--- src/rtl/lbcd_pkg.sv ---
// Package with shared types and constants of the LRU block cache directory.
package lbcd_pkg;
  localparam int CAPACITY = 32;
  localparam int KEY_BITS = 16;

  localparam logic [1:0] REQ_READ  = 2'd0;
  localparam logic [1:0] REQ_WRITE = 2'd1;
  localparam logic [1:0] REQ_SYNC  = 2'd2;

  typedef enum logic [1:0] {
    ST_EMPTY = 2'd0,
    ST_USED  = 2'd1,
    ST_TOMB  = 2'd2
  } slot_st_t;
endpackage

--- src/rtl/lbcd_ram.sv ---
// Generic simple dual-port synchronous RAM with registered read data.
module lbcd_ram #(
  parameter int WIDTH = 8,
  parameter int DEPTH = 32
) (
  input  logic                     clk,
  input  logic                     we,
  input  logic [$clog2(DEPTH)-1:0] waddr,
  input  logic [WIDTH-1:0]         wdata,
  input  logic [$clog2(DEPTH)-1:0] raddr,
  output logic [WIDTH-1:0]         rdata
);
  logic [WIDTH-1:0] mem [DEPTH];

  always_ff @(posedge clk) begin
    if (we) begin
      mem[waddr] <= wdata;
    end
    rdata <= mem[raddr];
  end
endmodule

--- src/rtl/lru_block_cache_directory.sv ---
// Top level of the LRU block cache directory.
//
//  channel | ports                                   | handshake
//  input   | in_req_type, in_block_key               | start high while busy low
//  result  | out_hit .. out_last                     | out_valid, one cycle each
//
// An item is processed by a sequencer around per-slot memories. Each memory
// read is issued in a read state and its data is checked in the matching
// check state. A hit probes from the home slot; a miss probes, then searches
// for a free slot, first evicting the head entry when the table is full; a
// sync walks the listed entries; an empty sync or an undefined request goes
// straight to its result. The last result of an item appears in the same
// cycle that busy falls; earlier sync results appear while busy is high.
// After reset a clearing pass sweeps every slot of the status and dirty
// memories, during which busy stays high.
// Results cannot be stalled: each appears with out_valid for exactly one cycle.
module lru_block_cache_directory
  import lbcd_pkg::*;
(
  input  logic        clk,
  input  logic        rst_n,
  input  logic        start,
  output logic        busy,
  input  logic [1:0]  in_req_type,
  input  logic [15:0] in_block_key,
  output logic        out_valid,
  output logic        out_hit,
  output logic [4:0]  out_slot_index,
  output logic        out_fill_needed,
  output logic        out_writeback_valid,
  output logic [15:0] out_writeback_key,
  output logic        out_last
);
  localparam int AW = (CAPACITY > 1) ? $clog2(CAPACITY) : 1;
  localparam int CW = $clog2(CAPACITY + 1);

  typedef enum logic [4:0] {
    S_CLR, S_IDLE, S_PRB_RD, S_PRB_CHK, S_HIT_RD, S_HIT_A, S_HIT_B,
    S_MISS_V, S_MISS_VCHK, S_FREE_RD, S_FREE_CHK, S_INS, S_OUT,
    S_SYNC_RD, S_SYNC_CHK
  } state_t;

  state_t state_r;
  logic [AW-1:0] pos_r, slot_r, head_r, tail_r, nxt_r, prv_r;
  logic [CW-1:0] count_r, cnt_r;
  logic [KEY_BITS-1:0] key_r;
  logic [1:0] req_r;
  logic hit_r, wbv_r, any_r;
  logic [15:0] wbk_r;

  // Memory ports: status, dirty, key, next, prev.
  logic st_we, dt_we, ky_we, nx_we, pv_we;
  logic [AW-1:0] st_wa, dt_wa, ky_wa, nx_wa, pv_wa, ra;
  logic [1:0] st_wd, st_rd;
  logic dt_wd, dt_rd;
  logic [KEY_BITS-1:0] ky_rd;
  logic [AW-1:0] nx_wd, nx_rd, pv_wd, pv_rd;

  lbcd_ram #(.WIDTH(2), .DEPTH(CAPACITY)) u_st (.clk, .we(st_we), .waddr(st_wa),
    .wdata(st_wd), .raddr(ra), .rdata(st_rd));
  lbcd_ram #(.WIDTH(1), .DEPTH(CAPACITY)) u_dt (.clk, .we(dt_we), .waddr(dt_wa),
    .wdata(dt_wd), .raddr(ra), .rdata(dt_rd));
  lbcd_ram #(.WIDTH(KEY_BITS), .DEPTH(CAPACITY)) u_ky (.clk, .we(ky_we),
    .waddr(ky_wa), .wdata(key_r), .raddr(ra), .rdata(ky_rd));
  lbcd_ram #(.WIDTH(AW), .DEPTH(CAPACITY)) u_nx (.clk, .we(nx_we), .waddr(nx_wa),
    .wdata(nx_wd), .raddr(ra), .rdata(nx_rd));
  lbcd_ram #(.WIDTH(AW), .DEPTH(CAPACITY)) u_pv (.clk, .we(pv_we), .waddr(pv_wa),
    .wdata(pv_wd), .raddr(ra), .rdata(pv_rd));

  function automatic logic [AW-1:0] inc(input logic [AW-1:0] p);
    inc = (32'(p) == CAPACITY - 1) ? '0 : AW'(32'(p) + 1);
  endfunction

  logic [AW-1:0] home;
  assign home = AW'(32'(in_block_key[KEY_BITS-1:0]) % CAPACITY);
  assign busy = (state_r != S_IDLE);

  // Combinational memory control; read address follows pos_r.
  always_comb begin
    st_we = 1'b0; dt_we = 1'b0; ky_we = 1'b0; nx_we = 1'b0; pv_we = 1'b0;
    st_wa = pos_r; dt_wa = pos_r; ky_wa = pos_r; nx_wa = pos_r; pv_wa = pos_r;
    st_wd = ST_EMPTY; dt_wd = 1'b0; nx_wd = '0; pv_wd = '0;
    ra = pos_r;
    case (state_r)
      S_CLR: begin
        st_we = 1'b1; dt_we = 1'b1;
      end
      S_HIT_A: begin
        // Unlink once the links of the slot have been captured: fix the
        // predecessor's next (or the head) and the successor's prev.
        if (any_r) begin
          if (slot_r != tail_r) begin
            nx_we = (slot_r != head_r); nx_wa = prv_r; nx_wd = nxt_r;
            pv_we = 1'b1; pv_wa = nxt_r; pv_wd = prv_r;
          end
          if (req_r == REQ_WRITE) begin
            dt_we = 1'b1; dt_wa = slot_r; dt_wd = 1'b1;
          end
        end
      end
      S_HIT_B: begin
        if (slot_r != tail_r) begin
          nx_we = 1'b1; nx_wa = tail_r; nx_wd = slot_r;
          pv_we = 1'b1; pv_wa = slot_r; pv_wd = tail_r;
        end
      end
      S_MISS_VCHK: begin
        st_we = 1'b1; st_wa = head_r; st_wd = ST_TOMB;
        dt_we = 1'b1; dt_wa = head_r; dt_wd = 1'b0;
      end
      S_INS: begin
        st_we = 1'b1; st_wa = slot_r; st_wd = ST_USED;
        dt_we = 1'b1; dt_wa = slot_r; dt_wd = (req_r == REQ_WRITE);
        ky_we = 1'b1; ky_wa = slot_r;
        if (count_r != '0) begin
          nx_we = 1'b1; nx_wa = tail_r; nx_wd = slot_r;
          pv_we = 1'b1; pv_wa = slot_r; pv_wd = tail_r;
        end
      end
      S_SYNC_CHK: begin
        dt_we = dt_rd; dt_wa = pos_r; dt_wd = 1'b0;
      end
      default: ;
    endcase
  end

  always_ff @(posedge clk) begin
    if (!rst_n) begin
      state_r <= S_CLR;
      pos_r <= '0; head_r <= '0; tail_r <= '0; count_r <= '0;
      out_valid <= 1'b0;
    end else begin
      out_valid <= 1'b0;
      case (state_r)
        S_CLR: begin
          pos_r <= inc(pos_r);
          if (32'(pos_r) == CAPACITY - 1) state_r <= S_IDLE;
        end
        S_IDLE: begin
          if (start) begin
            req_r <= in_req_type;
            key_r <= in_block_key[KEY_BITS-1:0];
            cnt_r <= '0; hit_r <= 1'b0; wbv_r <= 1'b0; wbk_r <= '0; any_r <= 1'b0;
            slot_r <= '0;
            case (in_req_type)
              REQ_READ, REQ_WRITE: begin pos_r <= home; state_r <= S_PRB_RD; end
              REQ_SYNC: begin
                pos_r <= head_r;
                state_r <= (count_r == '0) ? S_OUT : S_SYNC_RD;
              end
              default: state_r <= S_OUT;
            endcase
          end
        end
        S_PRB_RD: state_r <= S_PRB_CHK;
        S_PRB_CHK: begin
          if (st_rd == ST_USED && ky_rd == key_r) begin
            slot_r <= pos_r; hit_r <= 1'b1; state_r <= S_HIT_RD;
          end else if (st_rd == ST_EMPTY || 32'(cnt_r) == CAPACITY - 1) begin
            cnt_r <= '0;
            if (32'(count_r) >= CAPACITY) begin
              pos_r <= head_r; state_r <= S_MISS_V;
            end else begin
              pos_r <= AW'(32'(key_r) % CAPACITY); state_r <= S_FREE_RD;
            end
          end else begin
            cnt_r <= cnt_r + 1'b1; pos_r <= inc(pos_r); state_r <= S_PRB_RD;
          end
        end
        S_HIT_RD: state_r <= S_HIT_A;
        S_HIT_A: begin
          nxt_r <= nx_rd; prv_r <= pv_rd;
          state_r <= S_HIT_A;
          // first visit here captures links; handled via any_r
          if (!any_r) begin
            any_r <= 1'b1;
          end
          if (any_r) begin
            if (slot_r == head_r && slot_r != tail_r) head_r <= nxt_r;
            state_r <= S_HIT_B;
          end
        end
        S_HIT_B: begin
          tail_r <= slot_r; state_r <= S_OUT;
        end
        S_MISS_V: state_r <= S_MISS_VCHK;
        S_MISS_VCHK: begin
          if (dt_rd) begin
            wbv_r <= 1'b1; wbk_r <= 16'(ky_rd);
          end
          if (count_r > 1) head_r <= nx_rd;
          count_r <= count_r - 1'b1;
          pos_r <= AW'(32'(key_r) % CAPACITY);
          state_r <= S_FREE_RD;
        end
        S_FREE_RD: state_r <= S_FREE_CHK;
        S_FREE_CHK: begin
          if (st_rd != ST_USED || 32'(cnt_r) == CAPACITY - 1) begin
            slot_r <= (st_rd != ST_USED) ? pos_r : AW'(32'(key_r) % CAPACITY);
            state_r <= S_INS;
          end else begin
            cnt_r <= cnt_r + 1'b1; pos_r <= inc(pos_r); state_r <= S_FREE_RD;
          end
        end
        S_INS: begin
          if (count_r == '0) head_r <= slot_r;
          tail_r <= slot_r;
          count_r <= count_r + 1'b1;
          state_r <= S_OUT;
        end
        S_OUT: begin
          out_valid <= 1'b1;
          out_hit <= hit_r;
          out_slot_index <= 5'(slot_r);
          out_fill_needed <= (req_r == REQ_READ || req_r == REQ_WRITE) && !hit_r;
          out_writeback_valid <= wbv_r;
          out_writeback_key <= wbk_r;
          out_last <= 1'b1;
          state_r <= S_IDLE;
        end
        S_SYNC_RD: state_r <= S_SYNC_CHK;
        S_SYNC_CHK: begin
          // The newest dirty entry is held in slot_r and wbk_r so that the
          // final one can leave through S_OUT with the last marker. An empty
          // hold there gives the all-zero result of a sync with nothing dirty.
          if (dt_rd) begin
            if (wbv_r) begin
              out_valid <= 1'b1; out_hit <= 1'b0; out_fill_needed <= 1'b0;
              out_slot_index <= 5'(slot_r); out_writeback_valid <= 1'b1;
              out_writeback_key <= wbk_r;
              out_last <= 1'b0;
            end
            slot_r <= pos_r; wbv_r <= 1'b1; wbk_r <= 16'(ky_rd);
          end
          pos_r <= nx_rd;
          cnt_r <= cnt_r + 1'b1;
          if (cnt_r == count_r - 1'b1) begin
            state_r <= S_OUT;
          end else begin
            state_r <= S_SYNC_RD;
          end
        end
        default: state_r <= S_IDLE;
      endcase
    end
  end
endmodule

--- config.mk ---
export PLATFORM = sky130hd
export DESIGN_NAME = lru_block_cache_directory
export DESIGN_NICKNAME = d
export VERILOG_FILES = /design/src/rtl/lbcd_pkg.sv /design/src/rtl/lbcd_ram.sv /design/src/rtl/lru_block_cache_directory.sv
export SDC_FILE = /design/constraint.sdc
export NUM_CORES = 1
export LEC_CHECK = 0
export BUFFER_PORTS_ARGS = -buffer_cell sky130_fd_sc_hd__clkbuf_2
export CORE_MARGIN = 4
export CORE_UTILIZATION = 55
export CTS_CLUSTER_DIAMETER = 150
export CTS_CLUSTER_SIZE = 25
export DETAILED_ROUTE_END_ITERATION = 8
export PLACE_DENSITY_LB_ADDON = 0.05
export SYNTH_ARGS = -nofsm -noshare
export SYNTH_HDL_FRONTEND = slang
export SYNTH_SLANG_ARGS = --single-unit
export TNS_END_PERCENT = 5
--- constraint.sdc ---
create_clock -name clk -period 3.98 [get_ports clk]
set_input_delay 0.597 -clock clk [delete_from_list [all_inputs] [get_ports clk]]
set_output_delay 0.597 -clock clk [all_outputs]
set_load 0.01 [all_outputs]
==> results.md <==
- Status: finished clean
- Gate power share: 0.045
- DP Wirelength: 60400 um
- Clock Tree Root: clkbuf_16
- Die width: 287 um
- Synth top area cells: edfxtp_1 71%, mux4_2 15%, dfxtp_1 2.6%, nor2_1 1.7%, nand2_1 1.6%
- Initial Util: 0.554
- Ports: 48
- Register area share after synthesis: 0.734
- Total number of vias: 21.5k
- Multi-input gate area: 10900 um2
- Clk_lat worst skew: 0.65 ns
- Drt pass-1 iters: 6
- Worst Setup Start Kind: register
- CP max FO: 26
- Min Tclk post-route: 3.65 ns
- Arr. time, crit path: 3.91 ns
- Mean post-synth cell area: 18.9 um2
- Final Setup Violations: 0
- Most used DFF post-synth: edfxtp_1
- Final setup TNS: 0 ns
- Post-DP Area: 44900 um2
- Tot Pwr: 18.6 mW
- Largest net degree at the start of global routing: 94
- Cells after Synth: 2264
- Core area: 77300 um2
- First-pass GRT wire length: 145000 um
- Num CTS Buffers: 48
- Worst slew margin: 0.173
- Dpl ws: 0.449 ns
- CTS Hold Buffers Added: 0
- Fin worst setup slack: 0.330 ns
- Internal: 14.8 mW
- Ys async rst share: 0
- Post-Route Utilization: 0.598
- Max-slew violations: 0
- P&R area growth vs syn: 7.91%
- Register area: 31500 um2
- # Post-CTS Setup Buffers: 0
- Clock Sinks: 1066
- LEAKAGE: 13.4 nW
- Final period utilization: 0.917
- Clk slew on worst S/H paths: 0.12 ns
- Clock Power Share: 0.303
- Yosys cell types: 75
- Fmax: 274 MHz
- Layout Skew: 0.0377 ns
- Fillers: 5659
- Syn Std Cell Area: 42800 um2
- Layout cells sized above 1: 0.236
- # port buffers: 47
- Die Area: 82400 um2
- Pwr per Cell Area: 403 nW/um2
- WL/cell: 28.3 um
- Seq cells post-synth: 1066
- Worst slew pin tran: 1.24 ns
- Yosys synthesis warning count: 0
- CP Class: register to register
- Gpl congestion: 0.944
- Grt total ovfl: 0
- Die span in y: 287 um
- CP Data Required Time: 4.24 ns
- Total track usage: 0.238
- Number of diodes: 0
- H-tree depth: 2
- Routed WL: 96900 um
- Fin. Hold Viols: 0
- Site Rows: 102
- Most frequent cells in the layout: 1011 x edfxtp_1, 290 x mux4_2, 177 x nand2_1, 157 x nor2_1, 96 x buf_4
- Design Area, Final: 46200 um2
- Max_cap viols: 0
- Post-synth EDFFs: 1011
- Psw: 3.81 mW
- Nets: 2378
- Synth Net Count: 2291
- Switch share: 0.204
- ANT nets after route: 0
- Post-route DRC: 0
- Worst setup EP type: register
- Via count of the first global-routing pass: 21.7k
- Initial antenna violation count: 0
- Drt via density: 6.28
- Yosys top cell area share: 0.709
- RSZ-0062 raised after global routing: false
- Commonest non-fill, non-tap cell in the layout: edfxtp_1
- DR iter-0 viols: 2261
- Dominant cell type by area after synthesis: edfxtp_1
- CTS tree: built
- Worst VDD drop: 0.438 mV
- Clock Path Buffers: 3
- Sequential power share: 0.653
- Hold Crit Class: primary input to register
- Post-CTS sizing: 0
## Yosys cell counts (5+ instances only)
cell,number
a211o_1,6
a211oi_1,11
a21boi_0,11
a21o_1,5
a21oi_1,32
a22o_1,9
a22oi_1,12
a31oi_1,7
and2_1,26
buf_1,25
buf_2,22
clkbuf_1,61
dfxtp_1,55
edfxtp_1,1011
ha_1,6
inv_1,20
mux4_2,290
nand2_1,177
nand2b_1,17
nand3_1,27
nand4_1,5
nor2_1,189
nor2b_1,18
nor3_1,30
o211ai_1,7
o21ai_0,33
o22ai_1,7
o31ai_1,7
or2_2,6
or3_1,6
xnor2_1,23
xor2_1,24
## area by class of cell
class,instances,share of cell area
Clock buffer,77,0.0288
Inverter,22,0.00184
Sequential cell,1066,0.681
Tap cell,1040,0.0281
Timing Repair Buffer,149,0.0233
Multi-Input combinational cell,1064,0.236
Clock inverter,2,0.000677
## power groups by stage
stage / clock (mW) / sequential, mW / combinational [mW]
floorplan: 0 / 12.4 / 0.635
global placement: 0 / 12.4 / 0.843
detailed placement: 0 / 12.4 / 0.844
CTS: 5.78 / 12.2 / 0.847
global route: 6.21 / 12.2 / 0.898
finish: 5.64 / 12.2 / 0.836
## worst max-delay path, cell delays in order (launching register included)
cell and delay, ns:
dfxtp_1 0.36, buf_4 0.27, nand4bb_1 0.34, inv_1 0.24, nand2_1 0.19, a21oi_4 0.30, a21oi_1 0.13, o21ai_2 0.40
nand2_1 0.30, nor3_1 0.73
## through the flow
| stage | std cells | hold WS (ns) |
|---|---|---|
| CTS | 3420 | 0.0873 |
| global route | 3420 | 0.0937 |
| detailed placement | 3341 | 0.390 |
| global placement | 3341 | 0.394 |
| floorplan | 2264 | 0.386 |
| finish | 3420 | 0.127 |
## path summary, 6_finish.rpt
| check | from | endpoint | slack [ns] | depth (start not counted) |
|---|---|---|---|---|
| hold reg to reg | u_pv.rdata[2]$_DFF_P_ | prv_r[2]$_DFFE_PP_ | 0.41 | 0 |
| setup / recovery | state_r[0]$_SDFFE_PN0P_ | u_nx.mem[1][3]$_DFFE_PP_ | 0.33 | 9 |
| setup reg to reg | state_r[0]$_SDFFE_PN0P_ | u_nx.mem[1][3]$_DFFE_PP_ | 0.33 | 9 |
| hold / removal | in_block_key[14] | key_r[14]$_DFFE_PP_ | 0.13 | 1 |
## cells by family after synthesis
group | count (synthesis) | share of synthesized area
flip-flops | 1066 | 0.734
AND/OR/NAND/NOR | 533 | 0.0566
multiplexers | 293 | 0.153
AO/OA/AOI/OAI | 184 | 0.0309
buffers and inverters | 134 | 0.0131
XOR/XNOR | 48 | 0.00999
adder cells (fa/ha/maj) | 6 | 0.00175
## per-layer routing
| layer | global-route usage | routed length (um) | vias to the layer above |
|---|---|---|---|
| met2 | 0.368 | 45500 | 804 |
| met5 | 0 | 0 | - |
| met1 | 0.370 | 42600 | 11400 |
| met3 | 0.0440 | 7400 | 87 |
| met4 | 0.0387 | 1410 | 0 |
| li1 | - | - | 9219 |
## registers in the layout, summed over array words and instances (netlist names), 6 cells and up
name               flops
key_r                 16
wbk_r                 16
count_r                6
out_writeback_key     16
cnt_r                  6
u_nx.mem             160
u_ky.rdata            16
u_st.mem              64
u_dt.mem              32
u_ky.mem             512
u_pv.mem             160
Note: power is estimated with default switching activity, not from simulation.
